<file path="src/hw/rtl/lkh_pkg.sv">
`timescale 1ns / 1ps

package lkh_pkg;

  // Input actions
  localparam logic [1:0] ACT_WRITE = 2'd0;
  localparam logic [1:0] ACT_KEY   = 2'd1;
  localparam logic [1:0] ACT_READ  = 2'd2;

  // Keymap entry types
  localparam logic [2:0] TYPE_NONE   = 3'd0;
  localparam logic [2:0] TYPE_HID    = 3'd1;
  localparam logic [2:0] TYPE_MOD    = 3'd2;
  localparam logic [2:0] TYPE_SWITCH = 3'd3;

  // Keymap entry: type in the upper three bits, data byte below
  localparam int ENTRY_W    = 11;
  localparam int MAP_BITS   = 256;
  localparam int MAP_BYTES  = 32;
  localparam int MAX_SLOTS  = 6;
  localparam logic [7:0] MOD_BIT_MAX = 8'd7;
  localparam logic [4:0] LAST_BYTE   = 5'd31;

  typedef enum logic [2:0] {
    ST_CLEAR,
    ST_IDLE,
    ST_APPLY,
    ST_START,
    ST_SCAN,
    ST_DONE
  } state_t;

  typedef struct packed {
    logic start;
  } scan_ctl_t;

  typedef struct packed {
    logic done;
  } scan_sts_t;

endpackage

</file>
<file path="src/hw/rtl/lkh_scan.sv">
`timescale 1ns / 1ps

// Byte-wise sweep of the pressed map: peel the lowest set bit of the current
// byte each cycle, advance to the next byte when it runs empty.
module lkh_scan #(
  parameter int REPORT_SLOTS = 6
) (
  input  logic                               clk,
  input  logic                               rst,
  input  lkh_pkg::scan_ctl_t                 ctl,
  input  logic [lkh_pkg::MAP_BITS-1:0]       pressed_map,
  output lkh_pkg::scan_sts_t                 sts,
  output logic [REPORT_SLOTS-1:0][7:0]       slots
);

  localparam int CW = $clog2(REPORT_SLOTS + 1);

  logic          busy;
  logic          done;
  logic [4:0]    bidx;
  logic [7:0]    work;
  logic [CW-1:0] cnt;
  logic [2:0]    low;
  logic [4:0]    nidx;

  always_comb begin
    low = 3'd0;
    for (int i = 7; i >= 0; i--) begin
      if (work[i]) begin
        low = 3'(i);
      end
    end
  end

  assign nidx = bidx + 5'd1;
  assign sts.done = done;

  always_ff @(posedge clk) begin
    if (rst) begin
      busy <= 1'b0;
      done <= 1'b0;
    end else begin
      done <= 1'b0;
      if (ctl.start) begin
        busy <= 1'b1;
        bidx <= 5'd0;
        work <= pressed_map[7:0];
        cnt  <= '0;
        slots <= '0;
      end else if (busy) begin
        if (cnt == CW'(REPORT_SLOTS)) begin
          busy <= 1'b0;
          done <= 1'b1;
        end else if (work != 8'd0) begin
          for (int i = 0; i < REPORT_SLOTS; i++) begin
            if (cnt == CW'(i)) begin
              slots[i] <= {bidx, low};
            end
          end
          cnt  <= cnt + CW'(1);
          work <= work & (work - 8'd1);
        end else if (bidx == lkh_pkg::LAST_BYTE) begin
          busy <= 1'b0;
          done <= 1'b1;
        end else begin
          bidx <= nidx;
          work <= pressed_map[{nidx, 3'b000} +: 8];
        end
      end
    end
  end

`ifndef SYNTHESIS
  a_cnt_bound: assert property (@(posedge clk) disable iff (rst)
    busy |-> (cnt <= CW'(REPORT_SLOTS)))
    else $error("scan count beyond report slots");

  a_done_idle: assert property (@(posedge clk) disable iff (rst)
    done |-> !busy)
    else $error("scan done while still busy");
`endif

endmodule

</file>
<file path="config.mk">
export PLATFORM = sky130hd
export DESIGN_NAME = lkh_scan
export DESIGN_NICKNAME = d
export VERILOG_FILES = /design/src/hw/rtl/lkh_pkg.sv /design/src/hw/rtl/lkh_scan.sv
export SDC_FILE = /design/constraint.sdc
export NUM_CORES = 1
export LEC_CHECK = 0
export ABC_CLOCK_PERIOD_IN_PS = 2550
export BUFFER_PORTS_ARGS = -buffer_cell sky130_fd_sc_hd__buf_4
export CORE_ASPECT_RATIO = 0.6
export CORE_MARGIN = 2
export CORE_UTILIZATION = 38
export CTS_BUF_LIST = sky130_fd_sc_hd__clkbuf_4 sky130_fd_sc_hd__clkbuf_8
export DETAILED_ROUTE_END_ITERATION = 7
export PLACE_DENSITY_LB_ADDON = 0.15
export SYNTH_ARGS = -nofsm -noshare
export SYNTH_HDL_FRONTEND = slang
export SYNTH_SLANG_ARGS = --single-unit
</file>
<file path="constraint.sdc">
create_clock -name clk -period 2.55 [get_ports clk]
set_input_delay 0.255 -clock clk [delete_from_list [all_inputs] [get_ports clk]]
set_output_delay 0.255 -clock clk [all_outputs]
set_load 0.05 [all_outputs]
</file>
== Word level (Yosys, flattened, before mapping) ==
Cells that the tools add are included.

* Register bits after elaboration: 66
* Input port bits: 259
* Output and inout port bits: 49
* Logic and storage cells: 86

* $add $sub $neg: 3
* Equality and inequality tests: 11
* Shift-type cells: 1
* Muxes and demuxes: 37
* Bitwise gates (word level): 3
* Reduce and logical (&&, ||, !) cells: 20

{| class="wikitable"
|+ Operators with widths
! kind !! number
|-
| indexed part select 256 x 9 -> 8 bit || 1
|-
| two-way mux 48 bit || 3
|-
| two-way mux 8 bit || 11
|-
| AND reduction 5 bit || 7
|-
| two-way mux 3 bit || 11
|-
| two-way mux 5 bit || 4
|-
| nonzero test 2 bit || 8
|-
| == test 3 bit (second input constant) || 3
|-
| bitwise AND 8 bit || 1
|-
| two-way mux 1 bit || 8
|-
| AND reduction 4 bit || 2
|-
| nonzero test 8 bit || 1
|-
| subtractor 8 x 1 -> 8 bit (second input constant) || 1
|-
| == test 3 x 2 -> 1 bit (second input constant) || 2
|-
| != test 2 bit (second input constant) || 3
|-
| adder 5 x 1 -> 5 bit (second input constant) || 1
|-
| == test 5 bit (second input constant) || 1
|-
| adder 3 x 1 -> 3 bit (second input constant) || 1
|-
| == test 3 x 1 -> 1 bit (second input constant) || 1
|-
| logical NOT 3 bit || 1
|-
| != test 3 bit (second input constant) || 1
|-
| OR reduction 3 bit || 1
|-
| NOT 1 bit || 2
|}

== Depth between registers and ports, before layout ==
Gate-level depths: netlist (run 1).

* Depth after elaboration: 12
* Mapped depth: 8

== Worst setup path before layout (run 1) ==
Ideal clock, no wire load.

* Path type: register to register
* Start point: register bidx[0]
* End point: register work[5] (data pin)
* Setup time: 255 ps
* Arrival time: 2013 ps
* Required time: 2295 ps
* Setup slack: 282 ps
* Stages on the path, launching flop included: 8
* Clock period less this slack: 2268 ps
* Cell sequence: edfxtp_1 ha_1 buf_2 buf_1 mux4_2 a31oi_1 o211ai_1 a31o_1

* Cells in the longest elaborated chain, start to end: 7

{| class="wikitable"
|+ Ends and longest elaborated chain
! item !! line !! text
|-
| from (decl) || lkh_scan.sv:20 || <nowiki>logic [4:0] bidx;</nowiki>
|-
| from (signal assigned) || lkh_scan.sv:66 || <nowiki>bidx <= nidx;</nowiki>
|-
| adder 5 x 1 -> 5 bit || lkh_scan.sv:35 || <nowiki>assign nidx = bidx + 5'd1;</nowiki>
|-
| via nidx[1] || lkh_scan.sv:24 || <nowiki>logic [4:0] nidx;</nowiki>
|-
| indexed part select 256 x 9 -> 8 bit || lkh_scan.sv:67 || <nowiki>work <= pressed_map[{nidx, 3'b000} +: 8];</nowiki>
|-
| two-way mux 8 bit || lkh_scan.sv:62 || <nowiki>end else if (bidx == lkh_pkg::LAST_BYTE) begin</nowiki>
|-
| two-way mux 8 bit || lkh_scan.sv:54 || <nowiki>end else if (work != 8'd0) begin</nowiki>
|-
| two-way mux 8 bit || lkh_scan.sv:51 || <nowiki>if (cnt == CW'(REPORT_SLOTS)) begin</nowiki>
|-
| two-way mux 8 bit || lkh_scan.sv:50 || <nowiki>end else if (busy) begin</nowiki>
|-
| two-way mux 8 bit || lkh_scan.sv:44 || <nowiki>if (ctl.start) begin</nowiki>
|-
| to (signal assigned) || lkh_scan.sv:47 || <nowiki>work <= pressed_map[7:0];</nowiki>
|-
| to (signal assigned) || lkh_scan.sv:61 || <nowiki>work <= work & (work - 8'd1);</nowiki>
|-
| to (signal assigned) || lkh_scan.sv:67 ||
|-
| to (decl) || lkh_scan.sv:21 || <nowiki>logic [7:0] work;</nowiki>
|}

The timed path passes the listed nets, and every way through them passes these cells. The select of a mux whose other input is x is not followed.
A chain may end at the register's enable or synchronous reset.

== Final worst setup path (run 1) ==
* Start point: register bidx[0]
* End point: register work[4] (data pin)

* Cells in the longest elaborated chain, start to end: 7

{| class="wikitable"
|+ Ends and longest elaborated chain
! item !! line
|-
| adder 5 x 1 -> 5 bit || lkh_scan.sv:35
|-
| indexed part select 256 x 9 -> 8 bit || lkh_scan.sv:67
|-
| two-way mux 8 bit || lkh_scan.sv:62
|-
| two-way mux 8 bit || lkh_scan.sv:54
|-
| two-way mux 8 bit || lkh_scan.sv:51
|-
| two-way mux 8 bit || lkh_scan.sv:50
|-
| two-way mux 8 bit || lkh_scan.sv:44
|}

Every way passes these cells. The select of a mux whose other input is x is not followed.

==> results of run 1 <==
[synth_stat cells, types with 4 or more instances]
library cell / n / area (µm²)
buf_2: 11 / 55.05
mux2i_1: 4 / 40.04
inv_1: 7 / 26.28
edfxtp_1: 64 / 1922
o21ai_0: 7 / 35.03
mux4_2: 51 / 1149
and3_1: 7 / 43.79
nor2b_1: 8 / 50.05
nand2_1: 42 / 157.7
nand4_1: 7 / 43.79
nor2_1: 19 / 71.32
ha_1: 7 / 87.58
nand3_1: 13 / 65.06
o21ai_1: 4 / 20.02
a31oi_1: 5 / 31.28
a21oi_1: 19 / 95.09
nor3_1: 6 / 30.03
mux4_1: 13 / 341.6
clkbuf_1: 8 / 30.03
[state kept, by name, summed over array words and instances (netlist names)]
signal / count
busy: 1
work: 8
slots: 48
bidx: 5
cnt: 3
sts: 1
[layer usage]
layer  up-vias  share of wire
li1       2068              -
met4         0          0.015
met3        22          0.072
met1      2284           0.44
met2       222           0.48
met5         -              0
[cell families after synthesis]
logic type	synth area share
adder cells (fa/ha/maj)	0.01834
XOR/XNOR	0.01048
multiplexers	0.3251
flip-flops	0.4108
buffers and inverters	0.04768
AND/OR/NAND/NOR	0.1132
AO/OA/AOI/OAI	0.07441
[power breakdown]
| part | leakage (nW) | internal (mW) | switching [mW] |
|---|---|---|---|
| combinational | 2.57 | 0.586 | 0.495 |
| clock | 0.100 | 0.459 | 0.425 |
| sequential | 0.627 | 1.25 | 0.0290 |
| total | 3.30 | 2.30 | 0.949 |
[cell type report]
cell class / count / area, µm² / share of cell area
well taps: 165 / 206.4 / 0.02708
multi-input cells: 246 / 2638 / 0.3460
clock inverters: 7 / 77.57 / 0.01018
clock buffers: 9 / 123.9 / 0.01625
repair buffers: 336 / 2589 / 0.3396
flip-flops and latches: 66 / 1962 / 0.2574
inverters: 7 / 26.28 / 0.003447
[worst max-delay path by stage]
stage	cells after the start	from	endpoint
detailed placement	6	bidx[0]	work[3]
global route	6	bidx[0]	work[4]
CTS	6	bidx[0]	work[3]
global placement	6	bidx[0]	work[3]
finish	6	bidx[0]	work[4]
floorplan	7	bidx[0]	work[5]
==> reports/results.tsv, run 1 <==
metric	value	unit
drt_iter0_drc	269	
cts_tree	done	
start_kind	flip-flop	
cts_setup_buffers	0	
max_cap_violations	0	
grt_start_max_net_pins	43	
setup_ws	0.1145	ns
final_core_util	0.6278	
final.min_clock_period	2.435	ns
p_total	3.248	mW
power.leakage	3.298	nW
worstPathCellList	clkbuf_16 > mux4_2 > and2_1 > a2111oi_2 > a31oi_1 > a31o_1	
cp-end-kind	flip-flop	
via_per_inst	5.498	
max_stage_delay	0.52	ns
fill_cells	973	
stdcell_area	7622	µm²
holdCritStartpoint	rst	
rr_endpoint	work[4]	
area_growth	59.60	%
synth_edf_count	64	
skew	0.009722	ns
synthCells	349	
critPathMaxFanout	21	
dp_cells	819	
final_cell_mix	buf_4 (329), edfxtp_1 (64), mux4_2 (51), nand2_1 (42)	
core-area	12140	µm²
clkLatencyLatePin	0.35	ns
synth-seq-cells	66	
row_count	31	
synth.net_count	615	
synth_top_flop_cell	edfxtp_1	
clkTransAtPathRegs	0.08	ns
finalHoldViolCount	0	
fin_crit_sh	0.9551	
max_freq	410.6	MHz
h-tree-depth	3	
layout_commonest_cell	buf_4	
hold_buffers	0	
yosysSeqAreaShare	0.4108	
route.detailed.drc	0	
tightestPinTransition	0.8280	ns
grt_usage	0.2729	
cts_root_buf	clkbuf_8	
use_met1	0.3805	
setup_viol	0	
initial_core_util	0.3934	
drt_first_pass_iters	4	
critPathKind	reg2reg	
syn_area	4776	µm²
synthDistinctLibCells	51	
grt_remaining_overflow	0	
grt_pass1_wl	27530	µm
peakVddDrop	0.2532	mV
powerDensity	426.1	nW/µm²
grt_pass1_vias	4817	
grtUsageMet3	0.05505	
avgSynthCellArea	13.68	µm²
timing.hold.ws	0.1021	ns
port-buffer-count	307	
cts_inserted_buffers	9	
regToRegStartpoint	bidx[0]	
placed_area	7375	µm²
maxSlewHeadroom	0.4480	
antenna_found_initial	0	
antenna_cells	0	
fin_cells	836	
place_ws	0.04494	ns
die_h	90.84	µm
clockBufferDepth	2	
rr_worst_depth	6	
slew_viol_final	0	
async_flop_share	0	
final_nets	932	
min_path_type	in2reg	
ios	308	
grt_use_met2	0.4402	
status	finished clean	
yosys_warnings	0	
crit_buf_inv	1	
wl_per_cell	21.97	µm
route.final.wire_length	18360	µm
cts_resized	0	
worstHoldPathCells	2	
grt-busiest-layer	met2	
crit_family	compound AO/OA/AOI/OAI gates	
crit_slowest_cell	mux4_2	
vias	4596	
crit_arrival	2.55	ns
clock_sinks	66	
die_x	148.7	µm
gp_congestion	0.8667	
die-area	13510	µm²
rrSetupSlack	0.11	ns
setup_tns	0	ns
ant_nets	0	
holdPathEnd	busy	
rsz0062_at_grt	false	
dp_hpwl	15140	µm
required	2.66	ns
drive_above_1_share	0.6215	
Note: power is estimated with default switching activity, not from simulation.
==> inputs of run 2 (changes only) <==
--- a/config.mk
+++ b/config.mk
@@ -13,6 +13,7 @@
 export CTS_BUF_LIST = sky130_fd_sc_hd__clkbuf_4 sky130_fd_sc_hd__clkbuf_8
 export DETAILED_ROUTE_END_ITERATION = 7
 export PLACE_DENSITY_LB_ADDON = 0.15
+export RECOVER_POWER = 100
 export SYNTH_ARGS = -nofsm -noshare
 export SYNTH_HDL_FRONTEND = slang
 export SYNTH_SLANG_ARGS = --single-unit
==> reports/results.tsv, run 2 (synthesized netlist as in run 1, its figures left out) <==
metric	value	unit
cts_inserted_buffers	9	
critPathMaxFanout	21	
dp_hpwl	15140	µm
min_path_type	in2reg	
row_count	31	
grt_start_max_net_pins	43	
area_growth	55.91	%
clockBufferDepth	2	
skew	0.01015	ns
finalHoldViolCount	0	
gp_congestion	0.8667	
die-area	13510	µm²
tightestPinTransition	0.8388	ns
initial_core_util	0.3934	
power.leakage	3.125	nW
grt_pass1_vias	4817	
layout_commonest_cell	buf_4	
worstHoldPathCells	2	
crit_arrival	2.54	ns
hold_buffers	0	
ios	308	
largest_reg_flops	48	
final_nets	932	
required	2.66	ns
max_freq	412.3	MHz
powerDensity	432.8	nW/µm²
die_x	148.7	µm
grt_remaining_overflow	0	
place_ws	0.04494	ns
clkLatencyLatePin	0.35	ns
ant_nets	0	
rr_worst_depth	6	
maxSlewHeadroom	0.4408	
max_stage_delay	0.52	ns
setup_tns	0	ns
antenna_found_initial	0	
cts_tree	done	
route.detailed.drc	0	
drt_first_pass_iters	4	
antenna_cells	0	
via_per_inst	5.467	
fin_crit_sh	0.9511	
worstPathCellList	clkbuf_16 > mux4_2 > and2_1 > a2111oi_2 > a31oi_1 > a31o_1	
cts_setup_buffers	0	
rrSetupSlack	0.12	ns
fill_cells	1037	
rr_endpoint	work[4]	
port-buffer-count	307	
grt_pass1_wl	27530	µm
status	finished clean	
regToRegStartpoint	bidx[0]	
setup_ws	0.1247	ns
wl_per_cell	22.06	µm
rsz0062_at_grt	false	
slew_viol_final	0	
start_kind	flip-flop	
drt_iter0_drc	285	
crit_slowest_cell	mux4_2	
h-tree-depth	3	
vias	4570	
regMostFlops	slots	
clkTransAtPathRegs	0.08	ns
die_h	90.84	µm
core-area	12140	µm²
critPathKind	reg2reg	
top_regs	slots (48), work (8), bidx (5)	
cp-end-kind	flip-flop	
max_cap_violations	0	
peakVddDrop	0.2486	mV
final.min_clock_period	2.425	ns
setup_viol	0	
clock_sinks	66	
grt_usage	0.2729	
route.final.wire_length	18440	µm
holdCritStartpoint	rst	
drive_above_1_share	0.5514	
cts_root_buf	clkbuf_8	
final_cell_mix	buf_4 (282), edfxtp_1 (64), mux4_2 (51), clkbuf_1 (47), nand2_1 (42)	
holdPathEnd	busy	
run 2: changes by cell type in the layout (fill, tap and decap cells not counted):
cell / change
buf_4: -47
clkbuf_1: +47
run 2: through the flow:
stage                     total power, mW  area, µm²  std cells  hold WS, ns    util
after global routing                3.361       7446        836      0.08055  0.6133
final                               3.223       7446        836       0.1006  0.6133
after CTS                           3.267       7576        835      0.08198  0.6240
after detailed placement            2.376       7375        819       0.4565  0.6074
after global placement              2.363       7375        819       0.4540  0.6074
after floorplan                     1.859       4776        349       0.3241       -
run 2: worst max path at each step:
stage          startpoint      end  slack, ns
2_1_floorplan     bidx[0]  work[5]       0.28
3_3_place_gp      bidx[0]  work[3]       0.06
3_5_place_dp      bidx[0]  work[3]       0.04
4_1_cts           bidx[0]  work[3]       0.04
5_1_grt           bidx[0]  work[4]      0.008
6_report          bidx[0]  work[4]       0.12
run 2: per-layer routing:
layer / share of wire / track usage / wire (µm)
met1: 0.44 / 0.3805 / 8043
met3: 0.076 / 0.05505 / 1402
met5: 0 / 0 / 0
met2: 0.47 / 0.4402 / 8727
met4: 0.015 / 0.06667 / 271
run 2: area by class of cell:
type | instances | area, µm² | area share
well taps | 165 | 206.4 | 0.02773
multi-input cells | 246 | 2638 | 0.3542
repair buffers | 336 | 2412 | 0.3240
clock buffers | 9 | 123.9 | 0.01664
flip-flops and latches | 66 | 1962 | 0.2635
inverters | 7 | 26.28 | 0.003529
clock inverters | 7 | 77.57 | 0.01042
run 2: repair_timing:
item,4_1_cts,5_1_grt
endpoints found under the setup margin,0,2
resized for setup,0,5
hold endpoints to repair,0,0
run 2: worst max-delay path, delay by kind of cell (launching register included):
| family | cells | cell delay (ns) |
|---|---|---|
| compound gates | 3 | 0.67 |
| mux | 1 | 0.52 |
| flops | 1 | 0.50 |
| buf+inv | 1 | 0.29 |
| simple gates | 1 | 0.19 |
run 2: report_power, final:
group	internal [mW]	switching (mW)	leakage, nW	total [mW]
clock network	0.459	0.428	0.100	0.887
registers	1.25	0.0288	0.627	1.28
logic	0.558	0.495	2.40	1.05
total	2.27	0.951	3.12	3.22
==> inputs of run 3 (changes only) <==
--- a/config.mk
+++ b/config.mk
@@ -5,7 +5,7 @@
 export SDC_FILE = /design/constraint.sdc
 export NUM_CORES = 1
 export LEC_CHECK = 0
-export ABC_CLOCK_PERIOD_IN_PS = 2550
+export ABC_CLOCK_PERIOD_IN_PS = 3000
 export BUFFER_PORTS_ARGS = -buffer_cell sky130_fd_sc_hd__buf_4
 export CORE_ASPECT_RATIO = 0.6
 export CORE_MARGIN = 2
==> constraint.sdc (replaced) <==
create_clock -name clk -period 3 [get_ports clk]
set_input_delay 0.3 -clock clk [delete_from_list [all_inputs] [get_ports clk]]
set_output_delay 0.3 -clock clk [all_outputs]
set_load 0.05 [all_outputs]
==> reports/results.tsv, run 3 (synthesized netlist as in run 1, its figures left out) <==
metric	value	unit
status	finished clean	
max_cap_violations	0	
route.final.wire_length	17070	µm
worstPathCellList	buf_12 > mux4_2 > and3_1 > a2111oi_1 > o21ai_1	
hold_buffers	0	
finalHoldViolCount	0	
port-buffer-count	307	
place_ws	0.4039	ns
peakVddDrop	0.1989	mV
clkLatencyLatePin	0.34	ns
grt_usage	0.2534	
slew_viol_final	0	
maxSlewHeadroom	0.4021	
fin_cells	820	
h-tree-depth	3	
top_regs	slots (48), work (8), bidx (5)	
final_cell_mix	buf_4 (263), edfxtp_1 (64), clkbuf_1 (54), mux4_2 (51), nand2_1 (42)	
route.detailed.drc	0	
required	3.06	ns
setup_ws	0.1968	ns
die_x	148.7	µm
grt_pass1_vias	4709	
power.leakage	2.974	nW
cts_inserted_buffers	9	
crit_slowest_cell	a2111oi_1	
dp_cells	804	
clockBufferDepth	2	
drt_iter0_drc	350	
initial_core_util	0.3934	
max_stage_delay	0.75	ns
antenna_found_initial	0	
cts_root_buf	clkbuf_8	
fin_crit_sh	0.9344	
die_h	90.84	µm
critPathKind	reg2reg	
drt_first_pass_iters	5	
ant_nets	0	
powerDensity	361.1	nW/µm²
largest_reg_flops	48	
stdcell_area	7178	µm²
setup_viol	0	
grt_remaining_overflow	0	
min_path_type	in2reg	
cts_tree	done	
cts_resized	0	
max_freq	356.7	MHz
layout.area.seq	1962	µm²
cts_setup_buffers	0	
via_per_inst	5.439	
regMostFlops	slots	
drive_above_1_share	0.5221	
skew	0.009117	ns
final_nets	916	
start_kind	flip-flop	
critPathMaxFanout	67	
multi_input_area	2584	µm²
die-area	13510	µm²
placed_area	7237	µm²
ios	308	
cp-end-kind	flip-flop	
layout_commonest_cell	buf_4	
final_core_util	0.5913	
clkTransAtPathRegs	0.08	ns
rsz0062_at_grt	false	
core-area	12140	µm²
clock_sinks	66	
fill_cells	1011	
wl_per_cell	20.81	µm
row_count	31	
gp_congestion	0.9259	
grt_start_max_net_pins	68	
setup_tns	0	ns
grt_pass1_wl	25850	µm
tightestPinTransition	0.8886	ns
area_growth	50.30	%
crit_arrival	2.86	ns
antenna_cells	0	
vias	4460	
final.min_clock_period	2.803	ns
dp_hpwl	14070	µm
-- run 3: cell count changes in the layout (fill, tap and decap cells not counted), sizes merged --
cell / delta
clkbuf: +7
clkinvlp: +2
bufinv: -1
buf: -23
inv: -1
-- run 3: final timing paths --
path / slack (ns) / to / depth (start not counted) / from
worst max-delay path: 0.20 / work[3] / 5 / bidx[0]
worst min-delay path: 0.16 / busy / 2 / rst
worst max register to register: 0.20 / work[3] / 5 / bidx[0]
worst min register to register: 0.48 / sts / 2 / busy
-- run 3: layer usage --
layer  up-vias  wire (µm)  part of all wire  track usage
li1       2034          -                 -            -
met1      2162       7134              0.42       0.3436
met2       247       8063              0.47       0.4082
met3        17       1651             0.097      0.06566
met4         0        216             0.013      0.06429
met5         -          0                 0            0
-- run 3: report_power, final --
group	internal [mW]	total, mW	switching [mW]
Clock	0.303	0.658	0.356
Sequential	1.07	1.09	0.0259
Combinational	0.440	0.841	0.401
Total	1.81	2.59	0.782
-- run 3: critical path: cells and delay by family, from the launching register on --
family	cells	cell delay, ns
compound gates	2	0.87
buf+inv	1	0.41
mux	1	0.58
flops	1	0.41
simple gates	1	0.20
-- run 3: final cells by class --
type | instances | share of cell area
well taps | 165 | 0.02876
flip-flops and latches | 66 | 0.2733
clock buffers | 9 | 0.01726
inverters | 7 | 0.003660
clock inverters | 7 | 0.007495
multi-input cells | 246 | 0.3599
repair buffers | 320 | 0.3096
-- run 3: through the flow --
stage          power (mW)  hold WS (ns)
3_3_place_gp        1.976        0.4605
6_report            2.592        0.1606
4_1_cts             2.643        0.1366
2_1_floorplan       1.580        0.3691
3_5_place_dp        1.987        0.4714
5_1_grt             2.709        0.1460
